### src/rtl/core/b64d_pkg.sv
// Package for the base64 stream decoder: character table, command and
// result word types, and default queue depths.
// No dependencies; imported by the front end, the back end and the top level.
package b64d_pkg;

   // Slot value of '=' and the code for a character outside the alphabet.
   localparam logic [7:0] PAD_MARK = 8'hFE;
   localparam logic [7:0] NOT_B64  = 8'hFF;

   localparam logic [7:0] CHAR_PAD   = 8'h3D; // '='
   localparam logic [7:0] CHAR_PLUS  = 8'h2B; // '+'
   localparam logic [7:0] CHAR_SLASH = 8'h2F; // '/'
   localparam logic [7:0] CHAR_UC_A  = 8'h41;
   localparam logic [7:0] CHAR_UC_Z  = 8'h5A;
   localparam logic [7:0] CHAR_LC_A  = 8'h61;
   localparam logic [7:0] CHAR_LC_Z  = 8'h7A;
   localparam logic [7:0] CHAR_D0    = 8'h30;
   localparam logic [7:0] CHAR_D9    = 8'h39;

   localparam int CMD_DEPTH_DEF = 4;
   localparam int OUT_DEPTH_DEF = 2;

   // What follows the bytes of a command.
   typedef enum logic [1:0] {
      TAIL_NONE     = 2'd0, // bytes only, message goes on
      TAIL_EOM_LAST = 2'd1, // the last byte closes the message
      TAIL_EMPTY    = 2'd2, // one extra word: message end without bytes
      TAIL_ERROR    = 2'd3  // one extra word: message end with bad count
   } tail_type;

   typedef struct packed {
      logic [23:0] data;
      logic [1:0]  count;
      tail_type    tail;
   } cmd_type;

   typedef struct packed {
      logic [7:0] data_byte;
      logic       has_byte;
      logic       end_of_message;
      logic       format_error;
   } rsp_type;

   // Maps a character to its six-bit value, PAD_MARK for '=' or NOT_B64.
   function automatic logic [7:0] char_value(input logic [7:0] c);
      logic [7:0] v;
      if (c >= CHAR_UC_A && c <= CHAR_UC_Z) begin
         v = c - CHAR_UC_A;
      end else if (c >= CHAR_LC_A && c <= CHAR_LC_Z) begin
         v = c - CHAR_LC_A + 8'd26;
      end else if (c >= CHAR_D0 && c <= CHAR_D9) begin
         v = c - CHAR_D0 + 8'd52;
      end else if (c == CHAR_PLUS) begin
         v = 8'd62;
      end else if (c == CHAR_SLASH) begin
         v = 8'd63;
      end else if (c == CHAR_PAD) begin
         v = PAD_MARK;
      end else begin
         v = NOT_B64;
      end
      return v;
   endfunction

endpackage

### src/rtl/core/b64d_fifo.sv
// Small first-in first-out queue of fixed-width words.
// Depends on nothing; used for the command queue and the result queue.
module b64d_fifo #(
   parameter int WIDTH = 8,
   parameter int DEPTH = 2
) (
   input  logic             clock,
   input  logic             reset,
   input  logic             push,
   input  logic [WIDTH-1:0] push_data,
   output logic             full,
   input  logic             pop,
   output logic [WIDTH-1:0] pop_data,
   output logic             empty
);

   localparam int PTR_W = (DEPTH > 1) ? $clog2(DEPTH) : 1;
   localparam int CNT_W = $clog2(DEPTH + 1);

   logic [WIDTH-1:0] mem_ff [DEPTH];
   logic [PTR_W-1:0] wr_ptr_ff, wr_ptr_in;
   logic [PTR_W-1:0] rd_ptr_ff, rd_ptr_in;
   logic [CNT_W-1:0] count_ff, count_in;
   logic             do_push, do_pop;

   assign full     = (count_ff == CNT_W'(DEPTH));
   assign empty    = (count_ff == '0);
   assign do_push  = push && !full;
   assign do_pop   = pop && !empty;
   assign pop_data = mem_ff[rd_ptr_ff];

   always_comb begin
      wr_ptr_in = wr_ptr_ff;
      rd_ptr_in = rd_ptr_ff;
      count_in  = count_ff;
      if (do_push) begin
         wr_ptr_in = (wr_ptr_ff == PTR_W'(DEPTH - 1)) ? '0 : wr_ptr_ff + 1'b1;
      end
      if (do_pop) begin
         rd_ptr_in = (rd_ptr_ff == PTR_W'(DEPTH - 1)) ? '0 : rd_ptr_ff + 1'b1;
      end
      if (do_push && !do_pop) begin
         count_in = count_ff + 1'b1;
      end else if (do_pop && !do_push) begin
         count_in = count_ff - 1'b1;
      end
   end

   always_ff @(posedge clock) begin
      if (reset) begin
         wr_ptr_ff <= '0;
         rd_ptr_ff <= '0;
         count_ff  <= '0;
      end else begin
         wr_ptr_ff <= wr_ptr_in;
         rd_ptr_ff <= rd_ptr_in;
         count_ff  <= count_in;
      end
   end

   always_ff @(posedge clock) begin
      if (do_push) begin
         mem_ff[wr_ptr_ff] <= push_data;
      end
   end

endmodule

### src/rtl/core/b64d_front.sv
// Front end of the decoder: classifies characters, builds groups of four
// and issues one command per character that releases results. Uses b64d_pkg.
module b64d_front
   import b64d_pkg::*;
(
   input  logic       clock,
   input  logic       reset,
   input  logic       accept,
   input  logic [7:0] char_code,
   input  logic       end_of_input,
   output logic       cmd_push,
   output cmd_type    cmd
);

   logic [7:0]  partial_values_ff [3];
   logic [1:0]  partial_count_ff, partial_count_in;
   logic [23:0] held_bytes_ff, held_bytes_in;
   logic [1:0]  held_pad_count_ff, held_pad_count_in;
   logic        held_present_ff, held_present_in;

   logic [7:0]  v;
   logic        valid;
   logic        release_held;
   logic        group_done;
   logic [7:0]  s3, s4;
   logic [1:0]  pads;
   logic [31:0] group_word;
   logic        held_mid;

   assign v            = char_value(char_code);
   assign valid        = (v != NOT_B64);
   assign release_held = valid && held_present_ff;
   assign group_done   = valid && (partial_count_ff == 2'd3);

   // Padding in the last two slots reads as zero; in the first two it keeps
   // its raw mark; its top bits spill into the previous slot or out of the word.
   always_comb begin
      s3   = partial_values_ff[2];
      s4   = v;
      pads = 2'd0;
      if (s3 == PAD_MARK) begin
         s3   = 8'd0;
         pads = pads + 2'd1;
      end
      if (s4 == PAD_MARK) begin
         s4   = 8'd0;
         pads = pads + 2'd1;
      end
      group_word = ({24'd0, partial_values_ff[0]} << 18) |
                   ({24'd0, partial_values_ff[1]} << 12) |
                   ({24'd0, s3} << 6) | {24'd0, s4};
   end

   always_comb begin
      partial_count_in  = partial_count_ff;
      held_bytes_in     = held_bytes_ff;
      held_pad_count_in = held_pad_count_ff;
      held_present_in   = held_present_ff;
      if (valid) begin
         held_present_in = 1'b0;
         if (group_done) begin
            held_bytes_in     = group_word[23:0];
            held_pad_count_in = pads;
            held_present_in   = 1'b1;
            partial_count_in  = 2'd0;
         end else begin
            partial_count_in = partial_count_ff + 2'd1;
         end
      end
      held_mid = held_present_in;

      cmd.data  = held_bytes_ff;
      cmd.count = 2'd0;
      cmd.tail  = TAIL_NONE;
      if (release_held) begin
         // A held group goes out whole; a message end here always leaves a
         // partial group behind, so it can only be the bad-count case.
         cmd.count = 2'd3;
         cmd.tail  = end_of_input ? TAIL_ERROR : TAIL_NONE;
      end else if (end_of_input) begin
         if (partial_count_in != 2'd0) begin
            cmd.tail = TAIL_ERROR;
         end else if (held_mid) begin
            cmd.data  = held_bytes_in;
            cmd.count = 2'd3 - held_pad_count_in;
            cmd.tail  = TAIL_EOM_LAST;
         end else begin
            cmd.tail = TAIL_EMPTY;
         end
      end
      cmd_push = accept && (release_held || end_of_input);

      if (end_of_input) begin
         partial_count_in  = 2'd0;
         held_pad_count_in = 2'd0;
         held_present_in   = 1'b0;
      end
   end

   always_ff @(posedge clock) begin
      if (reset) begin
         partial_count_ff  <= 2'd0;
         held_pad_count_ff <= 2'd0;
         held_present_ff   <= 1'b0;
      end else if (accept) begin
         partial_count_ff  <= partial_count_in;
         held_pad_count_ff <= held_pad_count_in;
         held_present_ff   <= held_present_in;
      end
   end

   always_ff @(posedge clock) begin
      if (accept) begin
         held_bytes_ff <= held_bytes_in;
         if (valid && !group_done) begin
            partial_values_ff[partial_count_ff] <= v;
         end
      end
   end

endmodule

### src/rtl/core/b64d_back.sv
// Back end of the decoder: takes commands and sends out one result word per
// cycle into the result queue while that queue has room. Uses b64d_pkg.
module b64d_back
   import b64d_pkg::*;
(
   input  logic    clock,
   input  logic    reset,
   input  logic    cmd_empty,
   input  cmd_type cmd,
   output logic    cmd_pop,
   input  logic    out_full,
   output logic    out_push,
   output rsp_type out_word
);

   cmd_type    cur_ff, cur_in;
   logic       cur_valid_ff, cur_valid_in;
   logic [1:0] idx_ff, idx_in;
   logic [2:0] total;
   logic       last_word;
   logic       finishing;
   logic       extra;

   assign extra     = (cur_ff.tail == TAIL_ERROR) || (cur_ff.tail == TAIL_EMPTY);
   assign total     = {1'b0, cur_ff.count} + {2'b00, extra};
   assign last_word = ({1'b0, idx_ff} == total - 3'd1);
   assign out_push  = cur_valid_ff && !out_full;
   assign finishing = out_push && last_word;
   assign cmd_pop   = !cmd_empty && (!cur_valid_ff || finishing);

   always_comb begin
      out_word = '0;
      if (idx_ff < cur_ff.count) begin
         unique case (idx_ff)
            2'd0:    out_word.data_byte = cur_ff.data[23:16];
            2'd1:    out_word.data_byte = cur_ff.data[15:8];
            default: out_word.data_byte = cur_ff.data[7:0];
         endcase
         out_word.has_byte       = 1'b1;
         out_word.end_of_message = (cur_ff.tail == TAIL_EOM_LAST) && last_word;
      end else begin
         out_word.end_of_message = 1'b1;
         out_word.format_error   = (cur_ff.tail == TAIL_ERROR);
      end
   end

   always_comb begin
      cur_in       = cur_ff;
      cur_valid_in = cur_valid_ff;
      idx_in       = idx_ff;
      if (out_push) begin
         idx_in = idx_ff + 2'd1;
      end
      if (finishing) begin
         cur_valid_in = 1'b0;
      end
      if (cmd_pop) begin
         cur_in       = cmd;
         cur_valid_in = 1'b1;
         idx_in       = 2'd0;
      end
   end

   always_ff @(posedge clock) begin
      if (reset) begin
         cur_valid_ff <= 1'b0;
         idx_ff       <= 2'd0;
      end else begin
         cur_valid_ff <= cur_valid_in;
         idx_ff       <= idx_in;
      end
   end

   always_ff @(posedge clock) begin
      cur_ff <= cur_in;
   end

`ifndef SYNTHESIS
   a_idx_in_range: assert property (@(posedge clock) disable iff (reset)
      cur_valid_ff |-> ({1'b0, idx_ff} < total))
      else $error("result index beyond the command's word count");

   a_no_byte_ends: assert property (@(posedge clock) disable iff (reset)
      out_push && !out_word.has_byte |-> out_word.end_of_message)
      else $error("word without a byte does not close the message");

   a_error_alone: assert property (@(posedge clock) disable iff (reset)
      out_push && out_word.format_error |-> !out_word.has_byte && last_word)
      else $error("error word carries a byte or is not the last word");

   a_no_empty_cmd: assert property (@(posedge clock) disable iff (reset)
      cmd_pop |-> (cmd.count != 2'd0) || (cmd.tail != TAIL_NONE))
      else $error("command without any result word");
`endif

endmodule

### src/rtl/core/base64_stream_decoder_top.sv
// Top level of the base64 stream decoder.
// Instantiates b64d_front, b64d_back and two b64d_fifo queues; uses b64d_pkg.

// The decoder takes one character word per cycle through a push/full queue
// port and hands out result words through an empty/pop queue port. Characters
// outside A-Z, a-z, 0-9, '+', '/' and '=' are skipped; valid ones are grouped
// in fours and each group is held until the next valid character releases
// its three bytes, or until the message end releases them less one byte for
// each '=' in the last two slots. A message end always yields a word with
// end_of_message set: on the last byte, on an empty word for a message with
// no valid characters, or on an error word when the valid count is not a multiple
// of four (bytes already sent are not withdrawn). The front end classifies
// each character combinationally and so accepts a character every cycle
// while the command queue has room; the back end sends one result word per
// cycle while the result queue has room, and a character can give up to four
// words, so the command queue (CMD_DEPTH entries) absorbs such bursts.
// With ordinary text, which gives under one byte per character, req_full
// stays low. A result passes from the command queue through the back end's
// current-command register into the result queue; the result queue
// (OUT_DEPTH entries) lets the decoder keep going while a finished word waits
// to be popped.
module base64_stream_decoder_top
   import b64d_pkg::*;
#(
   parameter int CMD_DEPTH = CMD_DEPTH_DEF,
   parameter int OUT_DEPTH = OUT_DEPTH_DEF
) (
   input  logic       clock,
   input  logic       reset,
   input  logic       req_push,
   output logic       req_full,
   input  logic [7:0] req_char_code,
   input  logic       req_end_of_input,
   output logic       rsp_empty,
   input  logic       rsp_pop,
   output logic [7:0] rsp_data_byte,
   output logic       rsp_has_byte,
   output logic       rsp_end_of_message,
   output logic       rsp_format_error
);

   cmd_type cmd_in_word, cmd_out_word;
   logic    cmd_push, cmd_full, cmd_pop, cmd_empty;
   rsp_type out_in_word, out_out_word;
   logic    out_push, out_full;
   logic    accept;

   // A character is taken whenever the command queue has room, even if this
   // character would give no command at all.
   assign req_full = cmd_full;
   assign accept   = req_push && !cmd_full;

   b64d_front u_front (
      .clock        (clock),
      .reset        (reset),
      .accept       (accept),
      .char_code    (req_char_code),
      .end_of_input (req_end_of_input),
      .cmd_push     (cmd_push),
      .cmd          (cmd_in_word)
   );

   b64d_fifo #(
      .WIDTH ($bits(cmd_type)),
      .DEPTH (CMD_DEPTH)
   ) u_cmd_queue (
      .clock     (clock),
      .reset     (reset),
      .push      (cmd_push),
      .push_data (cmd_in_word),
      .full      (cmd_full),
      .pop       (cmd_pop),
      .pop_data  (cmd_out_word),
      .empty     (cmd_empty)
   );

   b64d_back u_back (
      .clock     (clock),
      .reset     (reset),
      .cmd_empty (cmd_empty),
      .cmd       (cmd_out_word),
      .cmd_pop   (cmd_pop),
      .out_full  (out_full),
      .out_push  (out_push),
      .out_word  (out_in_word)
   );

   b64d_fifo #(
      .WIDTH ($bits(rsp_type)),
      .DEPTH (OUT_DEPTH)
   ) u_out_queue (
      .clock     (clock),
      .reset     (reset),
      .push      (out_push),
      .push_data (out_in_word),
      .full      (out_full),
      .pop       (rsp_pop),
      .pop_data  (out_out_word),
      .empty     (rsp_empty)
   );

   assign rsp_data_byte      = out_out_word.data_byte;
   assign rsp_has_byte       = out_out_word.has_byte;
   assign rsp_end_of_message = out_out_word.end_of_message;
   assign rsp_format_error   = out_out_word.format_error;

endmodule

### config.mk
export PLATFORM = sky130hd
export DESIGN_NAME = base64_stream_decoder_top
export DESIGN_NICKNAME = d
export VERILOG_FILES = /design/src/rtl/core/b64d_pkg.sv /design/src/rtl/core/b64d_fifo.sv /design/src/rtl/core/b64d_front.sv /design/src/rtl/core/b64d_back.sv /design/src/rtl/core/base64_stream_decoder_top.sv
export SDC_FILE = /design/constraint.sdc
export NUM_CORES = 1
export LEC_CHECK = 0
export BUFFER_PORTS_ARGS = -buffer_cell sky130_fd_sc_hd__buf_2
export CAP_MARGIN = 20
export CORE_MARGIN = 5
export CORE_UTILIZATION = 56
export DETAILED_ROUTE_END_ITERATION = 7
export PLACE_DENSITY = 0.76
export REMOVE_ABC_BUFFERS = 1
export SETUP_SLACK_MARGIN = 0.02
export SYNTH_ARGS = -nofsm -noshare
export SYNTH_HDL_FRONTEND = slang
export SYNTH_SLANG_ARGS = --single-unit
### constraint.sdc
create_clock -name clock -period 3.9 [get_ports clock]
set_input_delay 1.17 -clock clock [delete_from_list [all_inputs] [get_ports clock]]
set_output_delay 1.17 -clock clock [all_outputs]
set_load 0.01 [all_outputs]
**Word-level counts from Yosys, hierarchy flattened**

Memory sizes are Yosys's and may differ from the RTL's. A register that Yosys moved wholly into a read port is not among the register bits.
Index checks and enable logic that the tools add are counted.
W data, S select, Z words.

- Register bits after elaboration: 43
- Bits in writable memories: 158
- Input bits: 13
- Output and inout bits: 13
- Logic and storage cells: 153
- Memories kept: 3

- Add/sub/neg operators: 19
- Order comparisons: 7
- Equality and inequality tests: 16
- Multiplexer cells: 52
- Bitwise gates (word level): 3
- Reduce and logical (&&, ||, !) cells: 41

Memories:

| memory | depth | bits a word | read ports | clocked after Yosys merged registers in | write ports | line | source |
|---|---|---|---|---|---|---|---|
| u_cmd_queue.mem_ff | 4 | 28 | 1 | 1 | 1 | b64d_fifo.sv:20 | `logic [WIDTH-1:0] mem_ff [DEPTH];` |
| u_front.partial_values_ff | 3 | 8 | 3 | 0 | 1 | b64d_front.sv:15 | `logic [7:0] partial_values_ff [3];` |
| u_out_queue.mem_ff | 2 | 11 | 1 | 1 | 1 | b64d_fifo.sv:20 |  |

Operator list:

| operator | count |
|---|---|
| $mux W24 | 3 |
| $mux W8 | 7 |
| $mux W26 | 2 |
| $mux W2 | 14 |
| $mux W28 | 1 |
| $eq A8 B6 Y1 const B | 3 |
| $or A24 B14 Y24 | 1 |
| $or A24 B20 Y24 | 1 |
| $or A24 B8 Y24 | 1 |
| $logic_and A1 B1 Y1 | 20 |
| $mux W1 | 20 |
| $eq A8 B8 Y1 const B | 2 |
| $ge A8 B7 Y1 const B | 2 |
| $le A8 B7 Y1 const B | 2 |
| $pmux W8 S2 | 1 |
| $sub A8 B7 Y8 const B | 2 |
| $eq A2 B2 Y1 const B | 6 |
| $add A2 B1 Y2 const B | 5 |
| $logic_not A1 Y1 | 10 |
| $mux W9 | 1 |
| $add A8 B5 Y8 const B | 1 |
| $add A8 B6 Y8 const B | 1 |
| $ge A8 B6 Y1 const B | 1 |
| $le A8 B6 Y1 const B | 1 |
| other kinds (20) | 30 |

**Depth between registers and ports, before layout**

Gate-level depths: netlist of run 1.

- Depth in word-level cells: 16
- Mapped depth: 13
- Gate-level depth less buffers: 13

**Cells and area by module**

From an unflattened synthesis of run 1, not the netlist that was laid out.

- Cells, all modules: 640
- Area, all modules: 10142.2 um^2

Modules (own cells, without submodules):

| module | instances | cells each | area each (um^2) | sequential area each (um^2) |
|---|---|---|---|---|
| b64d_fifo (u_cmd_queue) | 1 | 196 | 4541.9 | 3543.4 |
| b64d_front | 1 | 294 | 3294.4 | 1481.4 |
| b64d_back | 1 | 90 | 1285.0 | 900.9 |
| b64d_fifo (u_out_queue) | 1 | 59 | 1007.2 | 760.7 |
| base64_stream_decoder_top | 1 | 1 | 13.8 | 0.0 |

**Worst setup path after synthesis of run 1**

OpenSTA, ideal clock, no wires.

- Kind: input-to-reg
- Start: in req_push
- End: reg u_cmd_queue.count_ff[2]
- Setup time: 0.071 ns
- Data arrival time: 3.914 ns
- Required time: 3.829 ns
- Setup slack: -0.085 ns
- Stages on the path: 10
- Buffers on the path: 1
- Cell sequence: nor2b_1 > clkbuf_1 > o21ai_0 > a21oi_2 > ha_1 > inv_1 > fa_1 > xor2_1 > or3_1 > a21oi_1

- Word-level cells in the longest chain between the ends: 6
- Elaborated cells on any way between the ends: 8
- Classes of those cells: mux: 1; reduce/logical: 7

RTL lines:

| what | line | source |
|---|---|---|
| start: declaration | base64_stream_decoder_top.sv:30 | `input logic req_push,` |
| $logic_and A1 B1 Y1 * | base64_stream_decoder_top.sv:51 | `assign accept = req_push && !cmd_full;` |
| net accept | base64_stream_decoder_top.sv:46 | `logic accept;` |
| $logic_and A1 B1 Y1 * | b64d_front.sv:91 | `cmd_push = accept && (release_held \|\| end_of_input);` |
| $logic_and A1 B1 Y1 * | b64d_fifo.sv:28 | `assign do_push = push && !full;` |
| net u_cmd_queue.do_push | b64d_fifo.sv:24 | `logic do_push, do_pop;` |
| $logic_not A1 Y1 | b64d_fifo.sv:44 | `end else if (do_pop && !do_push) begin` |
| $logic_and A1 B1 Y1 | b64d_fifo.sv:44 |  |
| $reduce_bool A2 Y1 (no source line) | n/a |  |
| end signal: assignment | b64d_fifo.sv:57 | `count_ff <= count_in;` |
| end: declaration | b64d_fifo.sv:23 | `logic [CNT_W-1:0] count_ff, count_in;` |

The timed path passes the listed nets; every way through them passes the cells marked *.
A chain may end at the register's enable or synchronous reset.

**Worst setup path in the final report of run 1**

- Start: in req_char_code[2]
- End: reg u_cmd_queue.count_ff[2]

- Word-level cells in the longest chain between the ends: 15
- Elaborated cells on any way between the ends: 33
- Classes of those cells: add/sub: 5; order compare: 6; eq/ne: 4; mux: 7; reduce/logical: 11

RTL lines:

| what | line | source |
|---|---|---|
| start: declaration | base64_stream_decoder_top.sv:32 | `input logic [7:0] req_char_code,` |
| parallel branches: the longest is 6 deep, another holds $sub A8 B6 Y8 | n/a |  |
| $mux W8 * | b64d_pkg.sv:47 | `if (c >= CHAR_UC_A && c <= CHAR_UC_Z) begin` |
| $ne A8 B8 Y1 * | b64d_front.sv:31 | `assign valid = (v != NOT_B64);` |
| $logic_and A1 B1 Y1 * | b64d_front.sv:32 | `assign release_held = valid && held_present_ff;` |
| $logic_or A1 B1 Y1 * | b64d_front.sv:91 |  |
| $logic_and A1 B1 Y1 * | b64d_front.sv:91 |  |
| $logic_and A1 B1 Y1 * | b64d_fifo.sv:28 |  |
| net u_cmd_queue.do_push | b64d_fifo.sv:24 |  |
| $logic_not A1 Y1 | b64d_fifo.sv:44 |  |
| $logic_and A1 B1 Y1 | b64d_fifo.sv:44 |  |
| $reduce_bool A2 Y1 (no source line) | n/a |  |

Mark *: on every way through the listed nets, which the timed path passes.

==> results of run 1 <==
## per-layer routing
layer / vias to the layer above / wire length, um / GRT usage (%)
li1: 2493 / - / -
met2: 120 / 9620 / 33.3
met5: - / 0 / 0
met4: 0 / 221 / 4.50
met3: 18 / 738 / 2.82
met1: 2673 / 7490 / 23.8
## cell usage in the layout (no fill, tap or decap), drive strengths merged, types with 3 or more instances in the layout
cell	n
xnor2	7
o211ai	4
mux2i	10
dfxtp	20
inv	31
and2	8
mux2	39
clkinv	11
nand3	4
xor2	6
edfxtp	208
nand4	3
nand2b	7
o21ai	13
a21o	6
mux4	28
and3	5
a22oi	10
ha	25
a32o	10
nand2	32
buf	57
or3	6
a21oi	30
o32ai	3
nor3	8
clkbuf	26
nor2	26
nor2b	4
nor3b	3
## logic make-up after synthesis
logic type	count (synthesis)	synth area share, %
DFF	228	67.6
AOI/OAI and AO/OA	97	7.08
muxes	77	12.1
adders and majority gates	26	3.39
buffers and inverters	57	2.43
and+or+nand+nor	116	6.25
xor gates and xnor gates	13	1.16
## state kept, by name (all words and copies together) (netlist names), named ones only
name                       cells
u_front.partial_count_ff       2
u_front.partial_values_ff     22
u_back.cur_ff                 28
u_cmd_queue.rd_ptr_ff          2
u_front.held_present_ff        1
u_back.cur_valid_ff            1
u_cmd_queue.wr_ptr_ff          2
u_cmd_queue.mem_ff           112
u_out_queue.count_ff           2
u_cmd_queue.count_ff           3
u_back.idx_ff                  2
u_front.held_bytes_ff         24
u_out_queue.wr_ptr_ff          1
u_front.held_pad_count_ff      2
u_out_queue.rd_ptr_ff          1
u_out_queue.mem_ff            22
## path summary, 6_finish.rpt
path / start / to / slack, ps / depth (start not counted)
setup / recovery: req_char_code[2] / u_cmd_queue.count_ff[2] / 390 / 14
hold / removal: u_front.held_pad_count_ff[0] / u_front.held_pad_count_ff[0] / 500 / 2
hold reg to reg: u_front.held_pad_count_ff[0] / u_front.held_pad_count_ff[0] / 500 / 2
setup reg to reg: u_back.cur_ff[2] / u_cmd_queue.count_ff[2] / 620 / 13
## synthesized netlist by cell type (all sizes together), types with 5 or more instances
master,n
inv,31
and2,8
xor2,6
nor2,26
o21ai,13
mux2i,10
xnor2,7
a22oi,10
ha,25
mux2,39
and3,5
nand2b,7
a21o,6
dfxtp,20
a32o,10
mux4,28
nand2,32
or3,6
edfxtp,208
clkbuf,16
nor3,8
buf,10
a21oi,30
## worst max-delay path, delay by kind of cell
kind / cells / cell delay (ps)
buffers and inverters: 3 / 300
adders and majority gates: 3 / 890
and+or+nand+nor: 4 / 950
xor gates and xnor gates: 1 / 170
AOI/OAI and AO/OA: 3 / 430
## power by group through the flow
stage	Sequential [uW]	Clock [uW]	Combinational [uW]
3_3_place_gp	3540	0	1440
6_report	3470	1960	1580
3_5_place_dp	3570	0	1510
2_1_floorplan	3520	0	1050
4_1_cts	3520	2000	1530
5_1_grt	3520	2110	1760
## through the flow
stage / setup slack [ps] / TNS [ps] / hold WS [ps]
floorplan: -527 / -37210 / 462
global placement: 63.2 / 0 / 481
detailed placement: -81.0 / -354 / 490
CTS: 420 / 0 / 507
global route: 180 / 0 / 527
finish: 391 / 0 / 505
## area by class of cell
cell class	count	area, sq um	share of cell area [%]
Clock inverter	12	82.6	0.744
Tap cell	225	282	2.54
Timing Repair Buffer	57	440	3.97
Clock buffer	26	587	5.29
Inverter	31	116	1.05
Sequential cell	228	6650	59.9
Multi-Input combinational cell	329	2940	26.5
==> results.cfg, run 1 <==
[placed_design]
hpwl_um = 11900
port_buffers = 25
dp_cells = 869
routabilityCongestion = 0.855
placed_cell_area_sq_mm = 0.0104

[synthesis]
synthCells = 614
synth-async-reset-ratio_pct = 0
synthTopCellsByArea = edfxtp_1 (64%), mux4_2 (6.4%), dfxtp_1 (4.1%), mux2_2 (3.3%), ha_1 (3.2%)
yosys.cell_types.count = 65
synth_area_sq_mm = 0.00983
ys_ff_latch = 228
synth_edf_count = 208
yosysWarnings = 0
yosysSeqAreaShare_pct = 67.6
avgSynthCellArea_sq_um = 16.0
synth.top_cell.area_share_pct = 63.6
ys.flop_type = edfxtp_1
yosysTopAreaCell = edfxtp_1

[finish]
drive_above_1_share_pct = 23.7
final_util_pct = 64.4
synthToLayoutAreaGrowth_pct = 12.9
diodes = 0
finalNonFillerCells = 908
final_area_sq_mm = 0.0111
nets = 708
fillers = 1142

[die]
initial_utilization_pct = 57.0
core_sq_mm = 0.0172
die-area_sq_mm = 0.0203
num_rows = 48
fp.dieW_um = 142
chipHeight_um = 142
io_pins = 26

[sta]
slew_viol_final = 0
fmax_ghz = 0.285
fin_crit_sh_pct = 90.0
finalHoldViolations = 0
rsz0062_at_grt = false
slew_headroom_pct = 39.0
fin_skew_ps = 11.2
post-route-min-period_ps = 3510
setup_viol = 0
tightest_slew_ps = 912

[clocking]
cts_resized = 0
clk_pin_slew_worst_paths_ps = 60
holdBufCountCts = 0
cts_tree = done
clock-sinks = 228
cts_max_level = 1
cts-root-buf = clkbuf_16
clk_path_buf_depth = 3
post_cts_buffers = 0
clock_latency_ps = 490
numCtsBuffers = 22

[route]
vias = 5304
avgViaCountPerCell = 5.84
first_pass_iters = 4
wl_per_cell_um = 19.9
drtIter0Drc = 264
drt-total-wl_um = 18100
drt.antenna.violating_nets = 0
route.detailed.drc = 0

[global_routing]
overflow = 0
grt_pass1_vias = 5559
grt_antenna_before_repair = 0
grt_use_total_pct = 18.5
grt_pass1_wl_um = 29700
grt_max_degree = 32

[power]
pwr-share-clk_pct = 27.9
power_leakage_uw = 0.00392
p_int_uw = 5120
cellPowerDensity_mw_per_mm2 = 632
p_sw_share_pct = 27.0
switching_power_uw = 1900
totalPowerFinal_uw = 7020
seq_power_share_pct = 49.5
vdd_drop_max_v = 0.000391
comb_power_share_pct = 22.6

[setup_path]
startpoint_type = primary input
cp_max_fo = 5
setup.worst_path.end_class = flop
worst-setup-path-type = in2reg
slowest_delay_ps = 430
worstPathCellList = buf_2 -> inv_1 -> ha_1 -> nor2b_1 -> nor3_1 -> nor3_2 -> a211oi_4 -> a21oi_2 -> ha_1 -> inv_1 -> fa_1 -> xor2_1 -> or3_1 -> a21oi_1
crit_arrival_ps = 3920
crit_required_ps = 4310
critPathSlowestCell = fa_1

[hold_path]
hp-class = reg2reg

[status]
status = completed

[flow_run]
drv_cap = 0
(Power assumes the default switching activity.)
==> run 2: changes to the inputs <==
--- a/config.mk
+++ b/config.mk
@@ -5,12 +5,13 @@
 export SDC_FILE = /design/constraint.sdc
 export NUM_CORES = 1
 export LEC_CHECK = 0
-export BUFFER_PORTS_ARGS = -buffer_cell sky130_fd_sc_hd__buf_2
+export ABC_AREA = 1
 export CAP_MARGIN = 20
 export CORE_MARGIN = 5
-export CORE_UTILIZATION = 56
+export CORE_UTILIZATION = 57
 export DETAILED_ROUTE_END_ITERATION = 7
-export PLACE_DENSITY = 0.76
+export DONT_BUFFER_PORTS = 1
+export PLACE_DENSITY = 0.75
 export REMOVE_ABC_BUFFERS = 1
 export SETUP_SLACK_MARGIN = 0.02
 export SYNTH_ARGS = -nofsm -noshare
==> run 2 against run 1 <==
Compared with the run above:
- synthesized cell count increased by 53%
- global-route usage is 0.87 points higher
- worst setup slack better by 140 ps
- maximum frequency rose by 4.0%
- die area grew 2.9%
- cell count increased by 32%
- hold slack worse by 41 ps
- clock power rose by 8%
- register-to-register slack better by 90 ps
- final area is 3.0% higher
- critical endpoint is now u_cmd_queue.count_ff[1]
- largest cell class unchanged
- largest power group unchanged
==> results.cfg, run 2 <==
[setup_path]
startpoint_type = primary input
crit_buf_inv = 4
worstPathCellList = inv_2 -> ha_1 -> inv_1 -> nand2_1 -> nand2_1 -> nand2_1 -> nand2_2 -> nand2_1 -> nor2_1 -> nor2_1 -> a21oi_1 -> nand3_2 -> nor2_4 -> nor2_2 -> o21ai_2 -> inv_2 -> ha_1 -> inv_1 -> fa_1 -> o21ai_0 -> a21oi_1
crit_arrival_ps = 3760
crit_required_ps = 4290
worst-setup-path-type = in2reg
setup.worst_path.end_class = flop
cpMostUsedCell = nand2_1
path_delay_family = simple AND/OR/NAND/NOR gates
critPathSlowestCell = fa_1
cp_max_fo = 8
slowest_delay_ps = 400

[synthesis]
ys.flop_type = edfxtp_1
avgSynthCellArea_sq_um = 11.0
synth_edf_count = 208
synth_commonest_cells = edfxtp_1 (208), nand2_1 (202), nor2_1 (100)
synthCells = 938
synth-async-reset-ratio_pct = 0
yosysMostFrequentCell = edfxtp_1
synthTopCellsByArea = edfxtp_1 (61%), nand2_1 (7.3%), o21ai_0 (4.6%), dfxtp_1 (3.9%), nor2_1 (3.6%)
yosysWarnings = 0
yosysTopAreaCell = edfxtp_1
yosys.cell_types.count = 44
yosysSeqAreaShare_pct = 64.4
synth.top_cell.area_share_pct = 60.5
synth_area_sq_mm = 0.0103
ys_ff_latch = 228

[power]
switching_power_uw = 2210
totalPowerFinal_uw = 7340
cellPowerDensity_mw_per_mm2 = 642
seq_power_share_pct = 48.1
p_sw_share_pct = 30.0
pwr-share-clk_pct = 28.9
p_int_uw = 5140
vdd_drop_max_v = 0.000506
power_leakage_uw = 0.00432
comb_power_share_pct = 23.1

[finish]
synthToLayoutAreaGrowth_pct = 10.8
final_cell_mix = edfxtp_1 (208), nand2_1 (202), nor2_1 (96), o21ai_0 (94), inv_1 (61)
final_common_cell = edfxtp_1
diodes = 0
drive_above_1_share_pct = 12.3
final_util_pct = 63.9
top_regs = u_cmd_queue.mem_ff: 112 flops, u_back.cur_ff: 28 flops, u_front.held_bytes_ff: 24 flops
largest_reg_flops = 112
final_area_sq_mm = 0.0114
regMostFlops = u_cmd_queue.mem_ff
nets = 992

[placed_design]
routabilityCongestion = 0.909
placed_cell_area_sq_mm = 0.0107
port_buffers = 0
hpwl_um = 13100
dp_slack_ps = 65.2

[sta]
fmax_ghz = 0.296
fin_ws_ps = 527
tightest_slew_ps = 1040
setup_viol = 0
setup_tns_ps = 0
finalHoldViolations = 0
rsz0062_at_grt = false
slew_headroom_pct = 30.5
post-route-min-period_ps = 3370
fin_skew_ps = 21.1
slew_viol_final = 0
fin_crit_sh_pct = 86.5

[route]
vias = 6688
avgViaCountPerCell = 5.60
drtIter0Drc = 609
route.detailed.drc = 0
first_pass_iters = 5
drt.antenna.violating_nets = 0
wl_per_cell_um = 16.7
drt-total-wl_um = 19900

[clocking]
clock-sinks = 228
clk_pin_slew_worst_paths_ps = 60
clock_latency_ps = 500
cts_tree = done
holdBufCountCts = 0
clk_path_buf_depth = 3
cts_resized = 0
cts-root-buf = clkbuf_16
post_cts_buffers = 0
cts_max_level = 1
numCtsBuffers = 23

[global_routing]
grt_antenna_before_repair = 0
overflow = 0
grt_pass1_wl_um = 32200
grt_pass1_vias = 6475
grt_use_total_pct = 19.4
grt_max_degree = 58

[status]
status = completed

[die]
core_sq_mm = 0.0179
die-area_sq_mm = 0.0209
io_pins = 26
chipHeight_um = 145
num_rows = 49
fp.dieW_um = 145
initial_utilization_pct = 57.6

[hold_path]
hp-class = reg2reg

[flow_run]
drv_cap = 0
-- run 2: power by group through the flow --
stage | Sequential [uW] | Combinational (uW) | Clock (uW)
after floorplan | 3550 | 1160 | 0
after global placement | 3560 | 1620 | 0
after detailed placement | 3580 | 1680 | 0
after CTS | 3530 | 1700 | 2160
after global routing | 3580 | 1900 | 2260
final | 3530 | 1690 | 2120
-- run 2: final cells by class --
class                      instances  area (sq um)
sequential                       228          6650
fill                            1403          6470
multi-input combinational        601          3210
clock buffer                      26           587
timing repair buffer              29           305
inverter                          70           265
tap                              229           287
clock inverter                    12           135
-- run 2: per-stage QoR --
step / hold WS, ps / instances
detailed placement: 452 / 1157
CTS: 462 / 1195
floorplan: 439 / 899
finish: 463 / 1195
global route: 484 / 1195
global placement: 449 / 1157
-- run 2: cell families after synthesis --
| logic type | after synthesis | synth area share, % |
|---|---|---|
| fa+ha+maj | 26 | 3.23 |
| flops | 228 | 64.4 |
| xor+xnor | 4 | 0.339 |
| mux | 11 | 1.20 |
| compound gates | 175 | 9.45 |
| buf+inv | 109 | 4.62 |
| simple gates | 385 | 16.8 |
-- run 2: worst paths after layout --
path	startpoint	end	slack, ps	cells past startpoint
worst max-delay path	req_char_code[0]	u_cmd_queue.count_ff[1]	530	21
worst max register to register	u_back.cur_ff[1]	u_cmd_queue.count_ff[1]	710	12
worst min-delay path	u_front.held_pad_count_ff[0]	u_front.held_pad_count_ff[0]	460	2
worst min register to register	u_front.held_pad_count_ff[0]	u_front.held_pad_count_ff[0]	460	2
-- run 2: per-layer routing --
layer | wire length [um] | vias up | global-route usage, %
met2 | 9880 | 159 | 33.2
met1 | 8700 | 3177 | 25.7
met5 | 0 | - | 0
met3 | 897 | 44 | 3.24
met4 | 458 | 0 | 5.84
li1 | - | 3308 | -
-- run 2: worst register-to-register path, cell delays in order (launching register included) --
cell	delay, ps
edfxtp_1	350
inv_1	60
ha_1	200
ha_1	330
a21oi_1	220
o211ai_1	170
o21ai_0	390
o21ai_1	340
ha_1	300
inv_1	110
fa_1	400
o21ai_0	150
a21oi_1	60
